`src/rtl/core/rca_pkg.sv`:
```
package rca_pkg;

  localparam int unsigned DataW = 32;
  localparam int unsigned SubW  = 10;
  localparam int unsigned AddrW = 7;
  localparam int unsigned ModeW = 2;

  localparam logic [ModeW-1:0] MODE_TICK  = 2'd0;
  localparam logic [ModeW-1:0] MODE_WRITE = 2'd1;
  localparam logic [ModeW-1:0] MODE_READ  = 2'd2;

  localparam logic [AddrW-1:0] ADDR_SUBSEC = 7'd0;
  localparam logic [AddrW-1:0] ADDR_SEC    = 7'd1;
  localparam logic [AddrW-1:0] ADDR_UPDATE = 7'd2;
  localparam logic [AddrW-1:0] ADDR_USER   = 7'd9;

  localparam logic [3:0] ALM_STATUS = 4'd0;
  localparam logic [3:0] ALM_MASK   = 4'd1;
  localparam logic [3:0] ALM_ENABLE = 4'd2;
  localparam logic [3:0] ALM_SUBSEC = 4'd3;
  localparam logic [3:0] ALM_SEC    = 4'd4;
  localparam logic [3:0] ALM_UPDATE = 4'd5;

  typedef struct packed {
    logic             vld;
    logic [ModeW-1:0] mode;
    logic [AddrW-1:0] addr;
    logic [DataW-1:0] data;
  } op_t;

  typedef struct packed {
    logic             tick;
    logic [DataW-1:0] sec;
    logic [SubW-1:0]  sub;
  } live_t;

endpackage

```
`src/rtl/core/rca_time.sv`:
```
module rca_time
  import rca_pkg::*;
(
  input  logic             clk_i,
  input  logic             rst_ni,
  input  op_t              op_i,
  output live_t            live_o,
  output logic [DataW-1:0] rdata_o
);

  logic [DataW-1:0] sec_q, sec_d, sh_sec_q, sh_sec_d;
  logic [SubW-1:0]  sub_q, sub_d, sh_sub_q, sh_sub_d;
  logic             set_q, set_d;

  always_comb begin
    sec_d    = sec_q;
    sub_d    = sub_q;
    sh_sec_d = sh_sec_q;
    sh_sub_d = sh_sub_q;
    set_d    = set_q;
    if (op_i.vld && op_i.mode == MODE_TICK) begin
      sub_d = sub_q + 10'd1;
      if (sub_d == '0) begin
        sec_d = sec_q + 32'd1;
      end
    end else if (op_i.vld && op_i.mode == MODE_WRITE) begin
      unique case (op_i.addr)
        ADDR_SUBSEC: sh_sub_d = op_i.data[SubW-1:0];
        ADDR_SEC:    sh_sec_d = op_i.data;
        ADDR_UPDATE: begin
          sec_d = sh_sec_q;
          sub_d = sh_sub_q;
        end
        ADDR_USER:   set_d = |op_i.data;
        default:     ;
      endcase
    end
  end

  always_comb begin
    rdata_o = '0;
    if (op_i.mode == MODE_READ) begin
      unique case (op_i.addr)
        ADDR_SUBSEC: rdata_o = {{(DataW-SubW){1'b0}}, sub_q};
        ADDR_SEC:    rdata_o = sec_q;
        ADDR_USER:   rdata_o = {{(DataW-1){1'b0}}, set_q};
        default:     rdata_o = '0;
      endcase
    end
  end

  assign live_o.tick = op_i.vld && op_i.mode == MODE_TICK;
  assign live_o.sec  = sec_d;
  assign live_o.sub  = sub_d;

  always_ff @(posedge clk_i or negedge rst_ni) begin
    if (!rst_ni) begin
      sec_q    <= '0;
      sub_q    <= '0;
      sh_sec_q <= '0;
      sh_sub_q <= '0;
      set_q    <= 1'b0;
    end else begin
      sec_q    <= sec_d;
      sub_q    <= sub_d;
      sh_sec_q <= sh_sec_d;
      sh_sub_q <= sh_sub_d;
      set_q    <= set_d;
    end
  end

  a_tick_adv: assert property (@(posedge clk_i) disable iff (!rst_ni)
    live_o.tick |=> sub_q == $past(sub_q) + 10'd1)
    else $error("Sub-second count did not advance on a tick.");

endmodule

```
`src/rtl/core/rca_alarm.sv`:
```
module rca_alarm
  import rca_pkg::*;
#(
  parameter int unsigned NUM_ALARMS = 4
) (
  input  logic             clk_i,
  input  logic             rst_ni,
  input  op_t              op_i,
  input  live_t            live_i,
  output logic [DataW-1:0] rdata_o,
  output logic             irq_o
);

  logic [DataW-1:0] sh_sec_q  [NUM_ALARMS];
  logic [DataW-1:0] sh_sec_d  [NUM_ALARMS];
  logic [SubW-1:0]  sh_sub_q  [NUM_ALARMS];
  logic [SubW-1:0]  sh_sub_d  [NUM_ALARMS];
  logic [DataW-1:0] act_sec_q [NUM_ALARMS];
  logic [DataW-1:0] act_sec_d [NUM_ALARMS];
  logic [SubW-1:0]  act_sub_q [NUM_ALARMS];
  logic [SubW-1:0]  act_sub_d [NUM_ALARMS];
  logic [NUM_ALARMS-1:0] sh_en_q, sh_en_d, act_en_q, act_en_d;
  logic [NUM_ALARMS-1:0] status_q, status_d, mask_q, mask_d;
  logic [NUM_ALARMS-1:0] slot_hit;

  always_comb begin
    for (int s = 0; s < NUM_ALARMS; s++) begin
      slot_hit[s] = ({1'b0, op_i.addr[6:4]} == 4'(s + 1));
    end
  end

  always_comb begin
    for (int s = 0; s < NUM_ALARMS; s++) begin
      sh_sec_d[s]  = sh_sec_q[s];
      sh_sub_d[s]  = sh_sub_q[s];
      act_sec_d[s] = act_sec_q[s];
      act_sub_d[s] = act_sub_q[s];
      sh_en_d[s]   = sh_en_q[s];
      act_en_d[s]  = act_en_q[s];
      status_d[s]  = status_q[s];
      mask_d[s]    = mask_q[s];
      if (live_i.tick && act_en_q[s] && act_sec_q[s] == live_i.sec &&
          act_sub_q[s] == live_i.sub) begin
        status_d[s] = 1'b1;
      end
      if (op_i.vld && op_i.mode == MODE_WRITE && slot_hit[s]) begin
        unique case (op_i.addr[3:0])
          ALM_STATUS: if (op_i.data[0]) status_d[s] = 1'b0;
          ALM_MASK:   mask_d[s]   = op_i.data[0];
          ALM_ENABLE: sh_en_d[s]  = op_i.data[0];
          ALM_SUBSEC: sh_sub_d[s] = op_i.data[SubW-1:0];
          ALM_SEC:    sh_sec_d[s] = op_i.data;
          ALM_UPDATE: begin
            act_sec_d[s] = sh_sec_q[s];
            act_sub_d[s] = sh_sub_q[s];
            act_en_d[s]  = sh_en_q[s];
          end
          default:    ;
        endcase
      end
    end
  end

  always_comb begin
    rdata_o = '0;
    for (int s = 0; s < NUM_ALARMS; s++) begin
      if (op_i.mode == MODE_READ && slot_hit[s]) begin
        unique case (op_i.addr[3:0])
          ALM_STATUS: rdata_o = rdata_o | {{(DataW-1){1'b0}}, status_q[s]};
          ALM_MASK:   rdata_o = rdata_o | {{(DataW-1){1'b0}}, mask_q[s]};
          ALM_ENABLE: rdata_o = rdata_o | {{(DataW-1){1'b0}}, act_en_q[s]};
          ALM_SUBSEC: rdata_o = rdata_o | {{(DataW-SubW){1'b0}}, act_sub_q[s]};
          ALM_SEC:    rdata_o = rdata_o | act_sec_q[s];
          default:    ;
        endcase
      end
    end
  end

  assign irq_o = |(status_d & ~mask_d);

  always_ff @(posedge clk_i or negedge rst_ni) begin
    if (!rst_ni) begin
      for (int s = 0; s < NUM_ALARMS; s++) begin
        sh_sec_q[s]  <= '0;
        sh_sub_q[s]  <= '0;
        act_sec_q[s] <= '0;
        act_sub_q[s] <= '0;
      end
      sh_en_q  <= '0;
      act_en_q <= '0;
      status_q <= '0;
      mask_q   <= '0;
    end else begin
      for (int s = 0; s < NUM_ALARMS; s++) begin
        sh_sec_q[s]  <= sh_sec_d[s];
        sh_sub_q[s]  <= sh_sub_d[s];
        act_sec_q[s] <= act_sec_d[s];
        act_sub_q[s] <= act_sub_d[s];
      end
      sh_en_q  <= sh_en_d;
      act_en_q <= act_en_d;
      status_q <= status_d;
      mask_q   <= mask_d;
    end
  end

  a_status_on_tick: assert property (@(posedge clk_i) disable iff (!rst_ni)
    (status_d & ~status_q) != '0 |-> live_i.tick)
    else $error("Alarm status was set outside a tick.");

endmodule

```
`src/rtl/core/rtc_counter_with_alarms.sv`:
```
// Real-time clock with alarm compare slots.
// Requests enter on the slave stream: tuser carries the mode (tick, register
// write or register read) and tdata carries the word address and write data.
// Every request gives exactly one response on the master stream, whose tdata
// carries the read data (zero unless the request was a read) and the irq
// level as it stands after the request.
// An accepted transfer sits in the input register until the response register
// is free or being emptied; it is then processed and its response is registered.
// One request per cycle is sustained while m_axis_tready stays high; the rate is
// set by the single update pass between the input and the response register.
// Reset clears the live time, the shadow registers, all alarm slots and the valid
// flags of both pipeline registers. When the receiver stalls, the response register holds
// its transfer, one more request waits in the input register and then
// s_axis_tready drops until the response is taken.
module rtc_counter_with_alarms
  import rca_pkg::*;
#(
  parameter int unsigned NUM_ALARMS = 4
) (
  input  logic        clk_i,
  input  logic        rst_ni,
  input  logic        s_axis_tvalid,
  output logic        s_axis_tready,
  // address [6:0], write_data [38:7], zero fill [39].
  input  logic [39:0] s_axis_tdata,
  // mode [1:0].
  input  logic [1:0]  s_axis_tuser,
  output logic        m_axis_tvalid,
  input  logic        m_axis_tready,
  // read_data [31:0], irq [32], zero fill [39:33].
  output logic [39:0] m_axis_tdata
);

  logic             in_vld_q, in_vld_d;
  logic [ModeW-1:0] in_mode_q;
  logic [AddrW-1:0] in_addr_q;
  logic [DataW-1:0] in_data_q;
  logic             out_vld_q, out_vld_d;
  logic [DataW-1:0] out_rdata_q;
  logic             out_irq_q;
  logic             adv, proc, in_take;
  op_t              op;
  live_t            live;
  logic [DataW-1:0] time_rdata, alm_rdata;
  logic             irq;

  assign adv           = !out_vld_q || m_axis_tready;
  assign proc          = in_vld_q && adv;
  assign s_axis_tready = !in_vld_q || adv;
  assign in_take       = s_axis_tvalid && s_axis_tready;

  assign op.vld  = proc;
  assign op.mode = in_mode_q;
  assign op.addr = in_addr_q;
  assign op.data = in_data_q;

  rca_time u_time (
    .clk_i   (clk_i),
    .rst_ni  (rst_ni),
    .op_i    (op),
    .live_o  (live),
    .rdata_o (time_rdata)
  );

  rca_alarm #(
    .NUM_ALARMS (NUM_ALARMS)
  ) u_alarm (
    .clk_i   (clk_i),
    .rst_ni  (rst_ni),
    .op_i    (op),
    .live_i  (live),
    .rdata_o (alm_rdata),
    .irq_o   (irq)
  );

  always_comb begin
    in_vld_d = in_vld_q;
    if (in_take) begin
      in_vld_d = 1'b1;
    end else if (proc) begin
      in_vld_d = 1'b0;
    end
    out_vld_d = out_vld_q;
    if (proc) begin
      out_vld_d = 1'b1;
    end else if (m_axis_tready) begin
      out_vld_d = 1'b0;
    end
  end

  always_ff @(posedge clk_i or negedge rst_ni) begin
    if (!rst_ni) begin
      in_vld_q  <= 1'b0;
      out_vld_q <= 1'b0;
    end else begin
      in_vld_q  <= in_vld_d;
      out_vld_q <= out_vld_d;
    end
  end

  always_ff @(posedge clk_i) begin
    if (in_take) begin
      in_mode_q <= s_axis_tuser;
      in_addr_q <= s_axis_tdata[AddrW-1:0];
      in_data_q <= s_axis_tdata[AddrW+DataW-1:AddrW];
    end
    if (proc) begin
      out_rdata_q <= time_rdata | alm_rdata;
      out_irq_q   <= irq;
    end
  end

  assign m_axis_tvalid = out_vld_q;
  assign m_axis_tdata  = {7'b0, out_irq_q, out_rdata_q};

  a_hold_input: assert property (@(posedge clk_i) disable iff (!rst_ni)
    in_vld_q && !adv |=> in_vld_q)
    else $error("A waiting request was dropped during a stall.");

  a_zero_rdata: assert property (@(posedge clk_i) disable iff (!rst_ni)
    proc && in_mode_q != MODE_READ |=> out_rdata_q == '0)
    else $error("Non-read request returned nonzero read data.");

  a_out_valid: assert property (@(posedge clk_i) disable iff (!rst_ni)
    proc |=> out_vld_q)
    else $error("Processed request produced no response.");

endmodule

```
`config.mk`:
```
export PLATFORM = sky130hd
export DESIGN_NAME = rtc_counter_with_alarms
export DESIGN_NICKNAME = d
export VERILOG_FILES = /design/src/rtl/core/rca_pkg.sv /design/src/rtl/core/rca_time.sv /design/src/rtl/core/rca_alarm.sv /design/src/rtl/core/rtc_counter_with_alarms.sv
export SDC_FILE = /design/constraint.sdc
export NUM_CORES = 1
export LEC_CHECK = 0
export BUFFER_PORTS_ARGS = -buffer_cell sky130_fd_sc_hd__buf_4
export CAP_MARGIN = 20
export CORE_UTILIZATION = 43
export CTS_BUF_LIST = sky130_fd_sc_hd__clkbuf_16
export CTS_CLUSTER_SIZE = 25
export DETAILED_ROUTE_END_ITERATION = 7
export PLACE_DENSITY = 0.67
export RECOVER_POWER = 50
export SLEW_MARGIN = 20
export SYNTH_ARGS = -nofsm -noshare
export SYNTH_HDL_FRONTEND = slang
export SYNTH_SLANG_ARGS = --single-unit
```
`constraint.sdc`:
```
create_clock -name clk_i -period 4.4 [get_ports clk_i]
set_clock_uncertainty 0.05 [all_clocks]
set_input_delay 0.66 -clock clk_i [delete_from_list [all_inputs] [get_ports clk_i]]
set_output_delay 0.66 -clock clk_i [all_outputs]
set_load 0.005 [all_outputs]
```
==> results.md <==
- Synth area leaders: dfrtp_1 44%, mux2_2 17%, edfxtp_1 8.8%
- EDFF count, synth: 74
- Max VDD drop: 302 µV
- Non-filler cells, final: 3,136
- Status: finished with violations
- Die area: 59,400 µm²
- Final Cycle Share: 98.7%
- Mean routed wirelength per cell: 29.9 µm
- CTS Root Cell: clkbuf_16
- Share of cells above drive strength 1: 34.4%
- Setup TNS: 0 ps
- CP top delay family: simple AND/OR/NAND/NOR gates
- Initial DRC count: 2,525
- P&R area growth vs syn: 19.3%
- Minimum clock period: 4340 ps
- Final setup viols: 0
- Rows: 88
- Crit path kind: reg2reg
- Die Wd: 244 µm
- GRT Residual Overflow: 0
- Crit path buf inv count: 1
- IO Pins: 88
- Max_cap viols: 2
- Slew Viols, Final: 120
- Reg clk slew, reported paths: 60 ps
- Yosys top cell area share: 43.7%
- Total CTS buffers: 54
- Final Hold Fails: 0
- Starting Density: 43.6%
- R2R depth: 12
- Initial antenna violation count: 6
- Worst-Margin Slew: 2880 ps
- Post-synth cell types: 94
- Final instance area: 30,000 µm²
- HP Class: in2reg
- Vias/cell: 6.30
- Vias post-DR: 19,700
- Most frequent CP cell: nand4_1
- Setup crit start kind: flip-flop
- CTS H-tree lvls: 2
- Hpwl dp: 68,300 µm
- Max FO, Critical Path: 7
- Crit end category: flip-flop
- Worst-Skew Late Latency: 620 ps
- Seq/Total Area, Yosys: 52.5%
- Post-placement cell area: 27,900 µm²
- Slowest cell on crit path: or4_4
- DRC: 0
- CTS Buffer Depth: 3
- Ys async rst share: 85.6%
- Die Height: 244 µm
- Mapped Area: 25,100 µm²
- Core area: 57,700 µm²
- Yosys reg bits: 513
- Vias in the first global route: 19,200
- CTS Hold Bufs: 0
- Crit-path max cell delay: 530 ps
- Total GRT Usage: 31.4%
- Failing checks: capacitance limit, slew limit
- Commonest non-fill, non-tap cell in the layout: dfrtp_1
- Crit-path cells: nand4_1, or4_1, or4_4, o31a_1, o31ai_4, xor2_1, nand4_1, or4_4, nor4_2, buf_4, o21ai_1, nand4_1
- Post-route ant nets: 0
- R2r startpoint: u_time.sec_q[5]$_DFF_PN0_
- Utilization after layout: 52.0%
- TritonCTS clock tree: done
- Commonest cells after routing, fill and taps aside: 439 x dfrtp_1, 377 x mux2_2, 205 x buf_4
- First-pass GRT wire length: 135,000 µm
- Yosys warns: 0
- Area leader, netlist: dfrtp_1
- Top FF cell, synth: dfrtp_1
- Mapped Cells: 2,126
- F_max: 230 MHz
- CTS Sinks: 513
- I/O Buffers: 79
- CP required: 4810 ps
- Placer Congestion: 1.00
- Layout Nets: 2,375
- Detailed Routing Iterations Pass 1: 5
- FF-to-FF End: out_irq_q$_DFFE_PP_
- Critical path arrival: 4760 ps
- Mapped Avg Cell Area: 11.8 µm²
- Power per cell area: 405 nW/µm²
- Largest net degree at the start of global routing: 106
- Cell count after placement: 3,034
- Leak Pwr: 13.3 nW
- Reg2Reg Setup Slack: 60 ps
- Slew HR: -91.8%
- End of the worst hold path: in_data_q[8]$_DFFE_PP_
- Drt total wl: 93,900 µm
- Worst Hold Depth: 1
- Hold wc startpoint: s_axis_tdata[15]
-- sequential cells by signal (all words and copies together), names as in the netlist, 4 cells and up --
signal	flops
u_alarm.sh_en_q	4
u_alarm.sh_sub_q	40
u_time.sub_q	10
u_alarm.act_en_q	4
u_alarm.mask_q	4
u_time.sh_sec_q	32
u_time.sh_sub_q	10
u_time.sec_q	32
u_alarm.sh_sec_q	128
u_alarm.act_sec_q	128
in_data_q	32
out_rdata_q	32
in_addr_q	7
u_alarm.status_q	4
u_alarm.act_sub_q	40
-- area by class of cell --
cell class / instances / area (µm²)
Antenna cell: 1 / 2.50
Clock buffer: 59 / 1480
Clock inverter: 41 / 493
Fill cell: 5006 / 27700
Inverter: 58 / 218
Multi-Input combinational cell: 1406 / 11300
Sequential cell: 513 / 13200
Tap cell: 765 / 957
Timing Repair Buffer: 293 / 2300
-- cell usage after synthesis (26+ instances only) --
library cell  count
a22o_1           26
a22oi_1          47
buf_2            27
clkbuf_1        110
dfrtp_1         439
edfxtp_1         74
inv_1            56
mux2_2          377
nand2_1          97
nand3_1          68
nand4_1          52
nor2_1           81
nor3_1           40
nor4_1           44
o21ai_0          66
xnor2_1          79
xor2_1           63
-- how the worst max path moves through the flow --
stage                                    startpoint                   to  depth (start not counted)
after global placement       in_addr_q[0]$_DFFE_PP_  out_irq_q$_DFFE_PP_                         14
after floorplan           u_time.sub_q[1]$_DFF_PN0_  out_irq_q$_DFFE_PP_                         14
after CTS                    in_addr_q[0]$_DFFE_PP_  out_irq_q$_DFFE_PP_                         13
after detailed placement     in_addr_q[0]$_DFFE_PP_  out_irq_q$_DFFE_PP_                         14
after global routing         in_addr_q[2]$_DFFE_PP_  out_irq_q$_DFFE_PP_                         15
final                     u_time.sec_q[5]$_DFF_PN0_  out_irq_q$_DFFE_PP_                         12
-- logic make-up (layout without fill, tap and decap cells) --
| group | Yosys count | count (layout) | synth area share [%] |
|---|---|---|---|
| AOI/OAI and AO/OA | 370 | 370 | 10.9 |
| xor gates and xnor gates | 143 | 143 | 5.04 |
| adders and majority gates | 3 | 3 | 0.149 |
| buffers and inverters | 213 | 451 | 3.45 |
| DFF | 513 | 513 | 52.5 |
| muxes | 389 | 389 | 17.4 |
| other | 1 | 8 | 0.0149 |
| and+or+nand+nor | 494 | 494 | 10.6 |
-- worst reg2reg max path: cells and delay by family, from the launching register on --
kind | cells | cell delay [ps]
AOI/OAI and AO/OA | 3 | 620
and+or+nand+nor | 7 | 2580
buffers and inverters | 1 | 200
DFF | 1 | 500
xor gates and xnor gates | 1 | 240
-- report_power, final --
| part | switching, mW | total, mW | internal, mW |
|---|---|---|---|
| clock network | 1.98 | 5.04 | 3.06 |
| registers | 0.228 | 5.23 | 5.00 |
| logic | 1.15 | 1.89 | 0.732 |
| total | 3.36 | 12.2 | 8.79 |
-- what timing repair did --
action / in CTS / in global routing
gates resized for setup: 1 / 24
endpoints found under the setup margin: 1 / 5
gates cloned: 0 / 0
pin swaps: 0 / 4
setup buffers: 0 / 1
-- per-layer routing --
metal	global-route usage [%]	routed length, µm	vias to the layer above
li1	-	-	8302
met1	46.0	40900	10200
met2	45.6	40400	1060
met3	5.28	8390	200
met4	13.5	4190	4
met5	0	33	-
-- metrics by stage --
step | total power [mW] | hold slack, ps | setup slack (ps)
2_1_floorplan | 6.16 | 314 | 534
3_3_place_gp | 7.11 | 409 | -31.0
3_5_place_dp | 7.13 | 418 | -17.4
4_1_cts | 12.2 | 98.5 | 5.99
5_1_grt | 12.5 | 163 | -38.0
6_report | 12.2 | 181 | 57.1
No activity file was read; power rests on OpenSTA's default activity.
